`src/hw/rtl/lbds_pkg.sv`:
```
package lbds_pkg;

  localparam int unsigned SampleW  = 10;
  localparam int unsigned StepW    = 8;
  localparam int unsigned BarW     = 8;
  localparam int unsigned SegW     = 7;
  localparam int unsigned NumDigits = 4;
  localparam int unsigned DigitW   = 4;
  localparam int unsigned CfgIdxW  = 2;
  localparam int unsigned ThrW     = 13;  // signed, covers centre +/- 4*step

  localparam logic [SampleW-1:0] CentreReset = 10'd871;
  localparam logic [StepW-1:0]   StepReset   = 8'd18;
  localparam logic [SampleW-1:0] Thousand    = 10'd1000;

  typedef enum logic [CfgIdxW-1:0] {
    CFG_CENTRE = 2'd0,
    CFG_STEP   = 2'd1
  } cfg_index_e;

  // one queued sample: bar pattern plus its decimal digits, ones first
  typedef struct packed {
    logic [BarW-1:0]                  bar;
    logic [NumDigits-1:0][DigitW-1:0] digits;
  } entry_t;

  // bar level 0 is all on (0x00) ... level 8 is all off (0xFF)
  function automatic logic [BarW-1:0] bar_of_level(input logic [3:0] level);
    logic [15:0] wide;
    wide = 16'hFF00 >> level;
    return wide[BarW-1:0];
  endfunction

  function automatic logic [SegW-1:0] seg_of_digit(input logic [DigitW-1:0] dig);
    logic [SegW-1:0] seg;
    case (dig)
      4'd0: seg = 7'h3f;
      4'd1: seg = 7'h06;
      4'd2: seg = 7'h5b;
      4'd3: seg = 7'h4f;
      4'd4: seg = 7'h66;
      4'd5: seg = 7'h6d;
      4'd6: seg = 7'h7c;
      4'd7: seg = 7'h07;
      4'd8: seg = 7'h7f;
      4'd9: seg = 7'h67;
      default: seg = 7'h3f;
    endcase
    return seg;
  endfunction

endpackage

```
`src/hw/rtl/lbds_front.sv`:
```
module lbds_front (
  input  logic                          clk_i,
  input  logic                          rst_ni,
  input  logic [lbds_pkg::SampleW-1:0]  centre_i,
  input  logic [lbds_pkg::StepW-1:0]    step_i,
  input  logic                          sample_valid_i,
  output logic                          sample_stall_o,
  input  logic [lbds_pkg::SampleW-1:0]  sample_i,
  output logic                          entry_valid_o,
  input  logic                          entry_stall_i,
  output lbds_pkg::entry_t              entry_o
);
  import lbds_pkg::*;

  logic [BarW-1:0]       bar_q, bar_d;
  logic                  hit_any;
  logic [3:0]            hit_level;
  logic signed [ThrW-1:0] thr;
  logic signed [ThrW-1:0] samp_s;
  logic [ThrW-1:0]       mag;

  logic                  s1_valid_q, s2_valid_q;
  logic                  s1_ready, s2_ready, accept;
  logic [BarW-1:0]       s1_bar_q, s2_bar_q;
  logic                  s1_th_q, s2_th_q;
  logic [SampleW-1:0]    s1_rem_q;
  logic [DigitW-1:0]     s2_hund_q, hund_d, tens_d;
  logic [6:0]            s2_rem_q, rem2_d;
  logic [3:0]            ones_d;

  assign s2_ready       = !s2_valid_q || !entry_stall_i;
  assign s1_ready       = !s1_valid_q || s2_ready;
  assign sample_stall_o = !s1_ready;
  assign accept         = sample_valid_i && s1_ready;

  // threshold ladder: smallest level whose threshold the sample reaches
  always_comb begin
    samp_s    = $signed({3'b000, sample_i});
    hit_any   = 1'b0;
    hit_level = 4'd0;
    for (int k = 8; k >= 0; k--) begin
      mag = ThrW'(step_i) * ThrW'((k < 4) ? (4 - k) : (k - 4));
      if (k < 4) begin
        thr = $signed({3'b000, centre_i}) + $signed(mag);
      end else begin
        thr = $signed({3'b000, centre_i}) - $signed(mag);
      end
      if (samp_s >= thr) begin
        hit_any   = 1'b1;
        hit_level = 4'(k);
      end
    end
    bar_d = hit_any ? bar_of_level(hit_level) : bar_q;
  end

  always_ff @(posedge clk_i or negedge rst_ni) begin
    if (!rst_ni) begin
      bar_q <= '0;
    end else if (accept) begin
      bar_q <= bar_d;
    end
  end

  // hundreds split by parallel compares
  always_comb begin
    hund_d = '0;
    rem2_d = s1_rem_q[6:0];
    for (int j = 1; j <= 9; j++) begin
      if (s1_rem_q >= SampleW'(100 * j)) begin
        hund_d = DigitW'(j);
        rem2_d = 7'(s1_rem_q - SampleW'(100 * j));
      end
    end
  end

  // tens and ones at the queue push
  always_comb begin
    tens_d = '0;
    ones_d = s2_rem_q[3:0];
    for (int j = 1; j <= 9; j++) begin
      if (s2_rem_q >= 7'(10 * j)) begin
        tens_d = DigitW'(j);
        ones_d = 4'(s2_rem_q - 7'(10 * j));
      end
    end
  end

  always_ff @(posedge clk_i or negedge rst_ni) begin
    if (!rst_ni) begin
      s1_valid_q <= 1'b0;
      s2_valid_q <= 1'b0;
    end else begin
      if (s1_ready) begin
        s1_valid_q <= accept;
      end
      if (s2_ready) begin
        s2_valid_q <= s1_valid_q;
      end
    end
  end

  always_ff @(posedge clk_i) begin
    if (accept) begin
      s1_bar_q <= bar_d;
      s1_th_q  <= (sample_i >= Thousand);
      s1_rem_q <= (sample_i >= Thousand) ? sample_i - Thousand : sample_i;
    end
    if (s2_ready && s1_valid_q) begin
      s2_bar_q  <= s1_bar_q;
      s2_th_q   <= s1_th_q;
      s2_hund_q <= hund_d;
      s2_rem_q  <= rem2_d;
    end
  end

  assign entry_valid_o     = s2_valid_q;
  assign entry_o.bar       = s2_bar_q;
  assign entry_o.digits[0] = ones_d;
  assign entry_o.digits[1] = tens_d;
  assign entry_o.digits[2] = s2_hund_q;
  assign entry_o.digits[3] = {3'b000, s2_th_q};

endmodule

```
`src/hw/rtl/lbds_queue.sv`:
```
module lbds_queue #(
  parameter int unsigned DEPTH = 2
) (
  input  logic              clk_i,
  input  logic              rst_ni,
  input  logic              push_valid_i,
  output logic              push_stall_o,
  input  lbds_pkg::entry_t  push_data_i,
  output logic              pop_valid_o,
  input  logic              pop_i,
  output lbds_pkg::entry_t  pop_data_o
);
  import lbds_pkg::*;

  localparam int unsigned PtrW = (DEPTH > 1) ? $clog2(DEPTH) : 1;
  localparam int unsigned CntW = $clog2(DEPTH + 1);
  localparam logic [PtrW-1:0] LastPtr = PtrW'(DEPTH - 1);
  localparam logic [CntW-1:0] Full    = CntW'(DEPTH);

  entry_t            slots_q [DEPTH];
  logic [PtrW-1:0]   wr_ptr_q, wr_ptr_d, rd_ptr_q, rd_ptr_d;
  logic [CntW-1:0]   count_q, count_d;
  logic              do_push, do_pop;

  assign push_stall_o = (count_q == Full);
  assign pop_valid_o  = (count_q != '0);
  assign do_push      = push_valid_i && !push_stall_o;
  assign do_pop       = pop_i && pop_valid_o;
  assign pop_data_o   = slots_q[rd_ptr_q];

  always_comb begin
    wr_ptr_d = wr_ptr_q;
    rd_ptr_d = rd_ptr_q;
    count_d  = count_q;
    if (do_push) begin
      wr_ptr_d = (wr_ptr_q == LastPtr) ? '0 : wr_ptr_q + 1'b1;
    end
    if (do_pop) begin
      rd_ptr_d = (rd_ptr_q == LastPtr) ? '0 : rd_ptr_q + 1'b1;
    end
    case ({do_push, do_pop})
      2'b10:   count_d = count_q + 1'b1;
      2'b01:   count_d = count_q - 1'b1;
      default: count_d = count_q;
    endcase
  end

  always_ff @(posedge clk_i or negedge rst_ni) begin
    if (!rst_ni) begin
      wr_ptr_q <= '0;
      rd_ptr_q <= '0;
      count_q  <= '0;
    end else begin
      wr_ptr_q <= wr_ptr_d;
      rd_ptr_q <= rd_ptr_d;
      count_q  <= count_d;
    end
  end

  always_ff @(posedge clk_i) begin
    if (do_push) begin
      slots_q[wr_ptr_q] <= push_data_i;
    end
  end

endmodule

```
`src/hw/rtl/lbds_back.sv`:
```
module lbds_back (
  input  logic                           clk_i,
  input  logic                           rst_ni,
  input  logic                           entry_valid_i,
  output logic                           entry_pop_o,
  input  lbds_pkg::entry_t               entry_i,
  output logic                           out_valid_o,
  input  logic                           out_stall_i,
  output logic [lbds_pkg::SegW-1:0]      segments_o,
  output logic [lbds_pkg::NumDigits-1:0] digit_select_o,
  output logic [lbds_pkg::BarW-1:0]      bar_pattern_o,
  output logic                           last_o
);
  import lbds_pkg::*;

  localparam logic [1:0] LastIdx = 2'(NumDigits - 1);

  entry_t                 cur_q;
  logic                   cur_valid_q, cur_valid_d;
  logic [1:0]             idx_q, idx_d;
  logic                   out_valid_q, out_valid_d;
  logic                   out_free, emit, cur_done;
  logic [SegW-1:0]        seg_q;
  logic [NumDigits-1:0]   sel_q;
  logic [BarW-1:0]        bar_q;
  logic                   last_q;

  assign out_free    = !out_valid_q || !out_stall_i;
  assign emit        = out_free && cur_valid_q;
  assign cur_done    = emit && (idx_q == LastIdx);
  assign entry_pop_o = entry_valid_i && (!cur_valid_q || cur_done);

  always_comb begin
    cur_valid_d = cur_valid_q;
    idx_d       = idx_q;
    out_valid_d = out_valid_q;
    if (out_free) begin
      out_valid_d = cur_valid_q;
    end
    if (emit) begin
      idx_d = idx_q + 1'b1;
    end
    if (cur_done) begin
      cur_valid_d = 1'b0;
    end
    // refill the working entry as soon as it drains
    if (entry_pop_o) begin
      cur_valid_d = 1'b1;
      idx_d       = '0;
    end
  end

  always_ff @(posedge clk_i or negedge rst_ni) begin
    if (!rst_ni) begin
      cur_valid_q <= 1'b0;
      idx_q       <= '0;
      out_valid_q <= 1'b0;
    end else begin
      cur_valid_q <= cur_valid_d;
      idx_q       <= idx_d;
      out_valid_q <= out_valid_d;
    end
  end

  always_ff @(posedge clk_i) begin
    if (entry_pop_o) begin
      cur_q <= entry_i;
    end
    if (emit) begin
      seg_q  <= seg_of_digit(cur_q.digits[idx_q]);
      sel_q  <= NumDigits'(1) << idx_q;
      bar_q  <= cur_q.bar;
      last_q <= (idx_q == LastIdx);
    end
  end

  assign out_valid_o    = out_valid_q;
  assign segments_o     = seg_q;
  assign digit_select_o = sel_q;
  assign bar_pattern_o  = bar_q;
  assign last_o         = last_q;

endmodule

```
`src/hw/rtl/light_level_bar_and_digit_scan_core.sv`:
```
// The ones digit passes the front registers, a queue slot, the working entry and the
// output register. Scan sends one digit per cycle when not stalled, one sample at a time.
// Front end takes a new sample every cycle while the queue has room.
// Reset: centre level 871, step size 18, bar pattern 0x00, front, queue
// and scan stage empty.
module light_level_bar_and_digit_scan_core #(
  parameter int unsigned QUEUE_DEPTH = 2
) (
  input  logic                           clk_i,
  input  logic                           rst_ni,
  input  logic                           cfg_valid_i,
  output logic                           cfg_ready_o,
  input  logic [lbds_pkg::CfgIdxW-1:0]   cfg_index_i,
  input  logic [lbds_pkg::SampleW-1:0]   cfg_data_i,
  input  logic                           sample_valid_i,
  output logic                           sample_stall_o,
  input  logic [lbds_pkg::SampleW-1:0]   sample_i,
  output logic                           out_valid_o,
  input  logic                           out_stall_i,
  output logic [lbds_pkg::SegW-1:0]      segments_o,
  output logic [lbds_pkg::NumDigits-1:0] digit_select_o,
  output logic [lbds_pkg::BarW-1:0]      bar_pattern_o,
  output logic                           last_o
);
  import lbds_pkg::*;

  logic [SampleW-1:0] centre_q;
  logic [StepW-1:0]   step_q;
  logic               push_valid, push_stall, pop_valid, pop;
  entry_t             push_data, pop_data;

  assign cfg_ready_o = 1'b1;

  always_ff @(posedge clk_i or negedge rst_ni) begin
    if (!rst_ni) begin
      centre_q <= CentreReset;
      step_q   <= StepReset;
    end else if (cfg_valid_i && cfg_ready_o) begin
      case (cfg_index_i)
        CFG_CENTRE: centre_q <= cfg_data_i;
        CFG_STEP:   step_q   <= cfg_data_i[StepW-1:0];
        default:    ;
      endcase
    end
  end

  lbds_front u_front (
    .clk_i          (clk_i),
    .rst_ni         (rst_ni),
    .centre_i       (centre_q),
    .step_i         (step_q),
    .sample_valid_i (sample_valid_i),
    .sample_stall_o (sample_stall_o),
    .sample_i       (sample_i),
    .entry_valid_o  (push_valid),
    .entry_stall_i  (push_stall),
    .entry_o        (push_data)
  );

  lbds_queue #(
    .DEPTH (QUEUE_DEPTH)
  ) u_queue (
    .clk_i        (clk_i),
    .rst_ni       (rst_ni),
    .push_valid_i (push_valid),
    .push_stall_o (push_stall),
    .push_data_i  (push_data),
    .pop_valid_o  (pop_valid),
    .pop_i        (pop),
    .pop_data_o   (pop_data)
  );

  lbds_back u_back (
    .clk_i          (clk_i),
    .rst_ni         (rst_ni),
    .entry_valid_i  (pop_valid),
    .entry_pop_o    (pop),
    .entry_i        (pop_data),
    .out_valid_o    (out_valid_o),
    .out_stall_i    (out_stall_i),
    .segments_o     (segments_o),
    .digit_select_o (digit_select_o),
    .bar_pattern_o  (bar_pattern_o),
    .last_o         (last_o)
  );

  a_sel_onehot: assert property (@(posedge clk_i) disable iff (!rst_ni)
    out_valid_o |-> $onehot(digit_select_o))
    else $error("digit select not one-hot");

  a_last_thousands: assert property (@(posedge clk_i) disable iff (!rst_ni)
    out_valid_o |-> (last_o == (digit_select_o == 4'b1000)))
    else $error("last mark not on thousands digit");

  a_scan_continues: assert property (@(posedge clk_i) disable iff (!rst_ni)
    (out_valid_o && !out_stall_i && !last_o) |=>
      (out_valid_o && (digit_select_o == ($past(digit_select_o) << 1))))
    else $error("digit scan broke off mid-sample");

  a_no_pop_empty: assert property (@(posedge clk_i) disable iff (!rst_ni)
    pop |-> pop_valid)
    else $error("queue popped while empty");

endmodule

```
`config.mk`:
```
export PLATFORM = sky130hd
export DESIGN_NAME = light_level_bar_and_digit_scan_core
export DESIGN_NICKNAME = d
export VERILOG_FILES = /design/src/hw/rtl/lbds_pkg.sv /design/src/hw/rtl/lbds_front.sv /design/src/hw/rtl/lbds_queue.sv /design/src/hw/rtl/lbds_back.sv /design/src/hw/rtl/light_level_bar_and_digit_scan_core.sv
export SDC_FILE = /design/constraint.sdc
export NUM_CORES = 1
export LEC_CHECK = 0
export BUFFER_PORTS_ARGS = -buffer_cell sky130_fd_sc_hd__buf_4
export CAP_MARGIN = 0
export CORE_MARGIN = 3
export CORE_UTILIZATION = 64
export CTS_CLUSTER_SIZE = 8
export DETAILED_ROUTE_END_ITERATION = 8
export PLACE_DENSITY = 0.82
export SLEW_MARGIN = 10
export SYNTH_ARGS = -nofsm -noshare
export SYNTH_HDL_FRONTEND = slang
export SYNTH_HIERARCHICAL = 1
export SYNTH_SLANG_ARGS = --single-unit
```
`constraint.sdc`:
```
create_clock -name clk_i -period 5.7 [get_ports clk_i]
set_clock_uncertainty 0.15 [all_clocks]
set_input_delay 0.285 -clock clk_i [delete_from_list [all_inputs] [get_ports clk_i]]
set_output_delay 0.285 -clock clk_i [all_outputs]
set_load 0.01 [all_outputs]
```
# Word-level counts from Yosys, hierarchy flattened
# Memory sizes are Yosys's and may differ from the RTL's. A register that Yosys moved wholly into a read port is not among the register bits.
# Cells that the tools add are included.
# Widths: inputs -> output; s select.
# word_totals
ff_bits	92
latchBits	0
mem_bits_rw	42
mem_bits_ro	112
input_bits	27
output_inout_bits	23
memories	2
# op_classes
add_sub_neg	32
multipliers	1
div	0
order_cmp	29
n_eq_ne	5
shifts	2
muxes	66
bitwise_logic	0
n_reduce_logical	26
# mem_list
name	depth	word_bits	read_ports	rd_ports_with_merged_regs	write_ports	line	source
(name not given)	16	7	1	1	0	lbds_pkg.sv:36	case (dig)
u_queue.slots_q	2	21	1	1	1	lbds_queue.sv:20	entry_t slots_q [DEPTH];
# ops
cell	count
$ge 11x13->1	8
$mux 4	21
$mux 7	9
$ge 10x10->1 const B	5
$ge 10x9->1 const B	3
$sub 7x7->7 const B	4
$mux 3	8
$add 10x10->11	2
$sub 10x10->11	2
$ge 7x6->1 const B	3
$ge 7x7->1 const B	3
$sub 7x6->7 const B	3
$sub 4x4->4 const B	5
$mux 1	18
$shr 16x4->8 const A	1
$ge 7x5->1 const B	2
$mux 2	6
$add 10x8->11	1
$add 10x9->11	1
$sub 10x8->11	1
$sub 10x9->11	1
$ge 10x10->1	1
$ge 10x7->1 const B	1
$ge 10x8->1 const B	1
other kinds (26)	51

# Depth between registers and ports, before layout
# depth
depth_word	13
mapped_depth	22
depth_no_buf	21

# Hierarchy
# Netlist, hierarchy kept.
# modules_own_cells
module	instances	cells_each	area_per_inst_um2
lbds_front	1	991	8277.9
lbds_queue	1	93	1944.4
lbds_back	1	90	1804.2
light_level_bar_and_digit_scan_core	1	41	719.4

# Worst setup path after synthesis
# OpenSTA, ideal clock, no wires.
# synth_timing
kind	reg2reg
from	reg step_q[1]
to	reg u_front.s1_bar_q[6], data pin
arrival_ns	4.579
required_time_ns	5.279
path_slack_ns	0.700
stages_incl_launch_ff	20
period_less_slack_ns	5.000
path_cell_list	dfstp_2 inv_1 fa_1 inv_1 a21oi_1 o21bai_1 xor2_1 ha_1 inv_1 a221oi_1 a211oi_1 nor3_1 xnor2_1 ha_1 a21o_1 a211oi_1 a21boi_0 nand4_1 nor4_1 a21oi_1
# synth_via
elab_chain_len	13
# synth_rtl
element	line	source
start: declaration	light_level_bar_and_digit_scan_core.sv:28	logic [StepW-1:0] step_q;
start signal: assignment	light_level_bar_and_digit_scan_core.sv:37	step_q <= StepReset;
start signal: assignment	light_level_bar_and_digit_scan_core.sv:41	CFG_STEP: step_q <= cfg_data_i[StepW-1:0];
$mul 8x2->10 or $sub 10x10->11 (tied branches)	lbds_front.sv:42, lbds_front.sv:46	
$sub 10x10->11 or $ge 11x13->1 (tied branches)	lbds_front.sv:46, lbds_front.sv:48	
$ge 11x13->1 or $mux 4 (tied branches)	lbds_front.sv:48	if (samp_s >= thr) begin
$mux 4 (8 in series)	lbds_front.sv:48	
$shr 16x4->8	lbds_pkg.sv:30	wide = 16'hFF00 >> level;
$mux 8 *	lbds_front.sv:53	bar_d = hit_any ? bar_of_level(hit_level) : bar_q;
via u_front.bar_d[6]	lbds_front.sv:15	logic [BarW-1:0] bar_q, bar_d;
end signal: assignment	lbds_front.sv:104	s1_bar_q <= bar_d;
end: declaration	lbds_front.sv:24	logic [BarW-1:0] s1_bar_q, s2_bar_q;
# Mark *: on every way through the listed nets, which the timed path passes. The rest lies on a longest branch.
# A chain may end at the register's enable or synchronous reset.

# Final worst setup path
# layout_timing
from	reg step_q[1]
to	reg u_front.s1_bar_q[0], data pin
# Same word-level chain as after synthesis.

==> metrics.cfg <==
[run_status]
status=finished, final reports clean

[route]
wire_per_inst_um=19.73
drc_errors=0
ant_nets=0
drtIter0Drc=838
dr.pass1.iters=6
via_count=9783
wl_um=30430
post_drt_via_cell_ratio=6.344

[setup_path]
crit_chain=ha_1 -> inv_1 -> fa_1 -> inv_1 -> a21oi_1 -> o21bai_1 -> a21o_1 -> a21o_1 -> a21o_1 -> ha_1 -> inv_1 -> or4_1 -> o211ai_1 -> a311oi_1 -> ha_1 -> nor3_1 -> nand3_1 -> o221a_2 -> a31o_2 -> or3_1 -> nor4b_1
cpMaxStageDelayCell=dfstp_2
max_stage_delay_ns=0.68
path_depth=21
reg2reg_from=step_q[1]$_DFFE_PN1P_
worst-path-buf-inv=3
critPathMaxFanout=10
cp-end-kind=flop
setup.worst_path.start=step_q[1]$_DFFE_PN1P_
cp-start-kind=flop
critPathTopFamily=simple AND/OR/NAND/NOR gates
required_ns=5.77
rr_worst_depth=21
crit_type=reg -> reg
critPathArrivalTime_ns=5.55

[placed_design]
port_buffers=48
place.gp.congestion=0.9398
place_area_mm2=0.01329
dp_hpwl_um=22010

[floorplan]
io_pins=50
die_h_um=147.1
rows=50
core_mm2=0.01914
die_w_um=147.1
start_util_pct=66.58
dieArea_mm2=0.02164

[yosys]
postSynthCellCount=1215
synth_edf_count=131
synth_area_per_cell_um2=10.49
synthFlopType=edfxtp_1
synth_seq_area_share_pct=38.02
syn_area_mm2=0.01275
async_flop_share_pct=21.56
synth_seq_cells=167
ys_warn_count=6
synth.distinct_cells=87

[final_layout]
antenna_cells=0
nets=1490
syn_to_final_growth_pct=10.78
fillers=1345
post-route-util_pct=73.76
ff_latch_area_mm2=0.004846
multi_input_area_mm2=0.007342
drive_gt1_share_pct=13.57
final_cell_area_mm2=0.01412

[power_and_ir_drop]
p_switching_mw=3.304
pwr-share-clk_pct=16.0
ir_worst_vdd_uv=489.2
p_leak_nw=5.994
swShare_pct=43.04
power_frac_seq_pct=29.0
pwr-share-comb_pct=54.9
p_per_area_mw_per_mm2=543.6
internal-power_mw=4.372
power_mw=7.675

[worst_hold_path]
hold-path-cell-count=2
hp-class=in -> reg
hold_start=sample_i[5]

[global_route]
grt_max_degree=37
grt_usage_pct=28.52
overflow=0
antenna_found_initial=0
grt_pass1_vias=9787
grt_pass1_wl_um=49470

[cts]
clk_latency_ns=0.44
cts_tree=done
clk_pin_slew_ns=0.08
numCtsBuffers=17
post_cts_buffers=0
root_buffer=clkbuf_16
clockBufferDepth=2
cts.sinks=167
htreeDepth=4

[sta]
finalSetupViolCount=0
slew-limit-headroom_pct=18.54
fmax_ghz=0.1826
hold_viol=0
min_period_over_period_pct=96.09
fin_crit_ns=5.477
drv_slew=0
worst_pin_slew_ns=1.222

[flow_run]
max_cap_viol_count=0

-- path summary, 6_finish.rpt --
check                           slack (ns)                                 to
worst min-delay path                  0.17      u_front/s1_rem_q[5]$_DFFE_PP_
worst min register to register        0.27  u_back/bar_pattern_o[2]$_DFFE_PP_
max in group asynchronous             4.81              step_q[1]$_DFFE_PN1P_
worst max register to register        0.22      u_front/s1_bar_q[0]$_DFFE_PP_
min in group asynchronous             0.19        u_back/idx_q[1]$_DFFE_PN0P_
worst max-delay path                  0.22      u_front/s1_bar_q[0]$_DFFE_PP_
-- what timing repair did --
item                       in CTS  in global routing
gates resized for setup         0                  3
hold buffers                   16                  0
hold endpoints to repair       50                  0
setup endpoints to repair       0                  9
-- through the flow --
step	hold WS [ns]	setup TNS, ns	cells	setup slack [ns]
floorplan	-0.1606	0	1217	0.7002
global placement	0.1291	0	1494	0.4878
detailed placement	0.1290	0	1494	0.3492
CTS	0.1499	0	1542	0.3186
global route	0.1878	-0.01893	1542	-0.007661
finish	0.1738	0	1542	0.2229
-- power groups by stage --
stage | Clock (mW) | Sequential [mW] | Combinational, mW
floorplan | 0 | 2.08 | 3.18
global placement | 0 | 2.22 | 3.93
detailed placement | 0 | 2.25 | 4.07
CTS | 1.25 | 2.22 | 4.13
global route | 1.30 | 2.28 | 4.66
finish | 1.23 | 2.23 | 4.22
-- layout by cell type, fill, tap and decap left out, types with 5 or more instances in the layout --
| master | synthesis | final |
|---|---|---|
| clkbuf_16 | 0 | 17 |
| or4_1 | 6 | 6 |
| a22oi_1 | 7 | 7 |
| o21bai_1 | 13 | 13 |
| nor3_1 | 15 | 15 |
| or3_1 | 6 | 6 |
| xnor2_1 | 58 | 58 |
| o21ai_0 | 57 | 57 |
| clkinv_8 | 0 | 6 |
| nand3_1 | 22 | 22 |
| o211ai_1 | 11 | 11 |
| ha_1 | 185 | 185 |
| dfrtp_1 | 27 | 27 |
| edfxtp_1 | 131 | 131 |
| o311ai_0 | 8 | 8 |
| a21oi_1 | 85 | 85 |
| nand2b_1 | 24 | 24 |
| buf_4 | 6 | 56 |
| mux2_2 | 43 | 43 |
| and3_1 | 7 | 7 |
| o21a_1 | 14 | 14 |
| fa_1 | 9 | 9 |
| nor2_1 | 67 | 66 |
| and2_1 | 5 | 5 |
| inv_1 | 101 | 101 |
| nor2b_1 | 18 | 18 |
| a21o_1 | 27 | 27 |
| nand4_1 | 9 | 9 |
| a211oi_1 | 17 | 16 |
| dfstp_2 | 9 | 9 |
| dlygate4sd3_1 | 0 | 16 |
| a31oi_1 | 17 | 17 |
| xor2_1 | 14 | 14 |
| nand2_1 | 52 | 52 |
| o31ai_1 | 9 | 9 |
| a211o_1 | 6 | 6 |
-- kinds of logic (layout without fill, tap and decap cells) --
family          count (synthesis)  count (layout)  share of synthesized area, %
compound gates                331             331                         17.47
other cells                     2               4                       0.05892
flops                         167             167                         38.02
xor+xnor                       72              72                         4.948
mux                            50              50                         4.771
fa+ha+maj                     194             194                         19.57
simple gates                  258             258                         10.47
buf+inv                       141             206                         4.682
-- registers in the layout, indices dropped and copies added (netlist names), 7 cells and up --
name,count
step_q,8
u_back/cur_q,24
u_queue/slots_q,48
u_back/segments_o,7
u_front/s2_bar_q,8
u_front/s1_bar_q,8
u_front/bar_q,8
centre_q,10
u_back/bar_pattern_o,8
u_front/s1_rem_q,10
u_front/s2_rem_q,7
-- layer usage --
metal,GRT usage [%],wire length [um],up-vias
met1,35.20,12080,4734
met2,50.71,15660,384
met5,0,0,-
li1,-,-,4588
met3,3.886,1675,77
met4,11.28,1013,0
-- worst reg2reg max path: stages, from the launching register on --
cell and delay (ns):
dfstp_2 0.68, ha_1 0.23, inv_1 0.06, fa_1 0.39
inv_1 0.07, a21oi_1 0.06, o21bai_1 0.21, a21o_1 0.16
a21o_1 0.14, a21o_1 0.15, ha_1 0.28, inv_1 0.13
or4_1 0.51, o211ai_1 0.11, a311oi_1 0.08, ha_1 0.22
nor3_1 0.15, nand3_1 0.10, o221a_2 0.29, a31o_2 0.29
or3_1 0.45, nor4b_1 0.35
-- synth_stat cells (all sizes together) (7+ instances only) --
library cell / number / share of area [%]
o311ai: 8 / 0.55
a21o: 28 / 1.7
clkbuf: 23 / 0.69
nand3: 22 / 0.86
dfstp: 9 / 1.9
o21ai: 58 / 2.3
xnor2: 58 / 4.0
ha: 185 / 18
o21bai: 13 / 0.77
a211oi: 17 / 1.0
o211ai: 12 / 0.75
or3: 7 / 0.38
a31oi: 18 / 0.93
nand2: 53 / 1.6
nand4: 9 / 0.44
mux2: 43 / 3.8
dfrtp: 27 / 5.3
fa: 9 / 1.4
nor2: 67 / 2.0
inv: 101 / 3.0
nor3: 15 / 0.59
nor2b: 18 / 0.88
a22oi: 7 / 0.41
nand2b: 24 / 1.2
buf: 16 / 0.99
edfxtp: 131 / 31
o21a: 14 / 0.82
and3: 7 / 0.34
o31ai: 9 / 0.53
a21oi: 85 / 3.3
xor2: 14 / 0.96
-- final cells by class --
cell class	instances	share of cell area, %
Clock buffer	17	3.013
Tap cell	260	2.304
Sequential cell	167	34.32
Multi-Input combinational cell	909	52.00
Timing Repair Buffer	72	4.112
Inverter	102	2.712
Clock inverter	15	1.542
No activity file was read; power rests on OpenSTA's default activity.
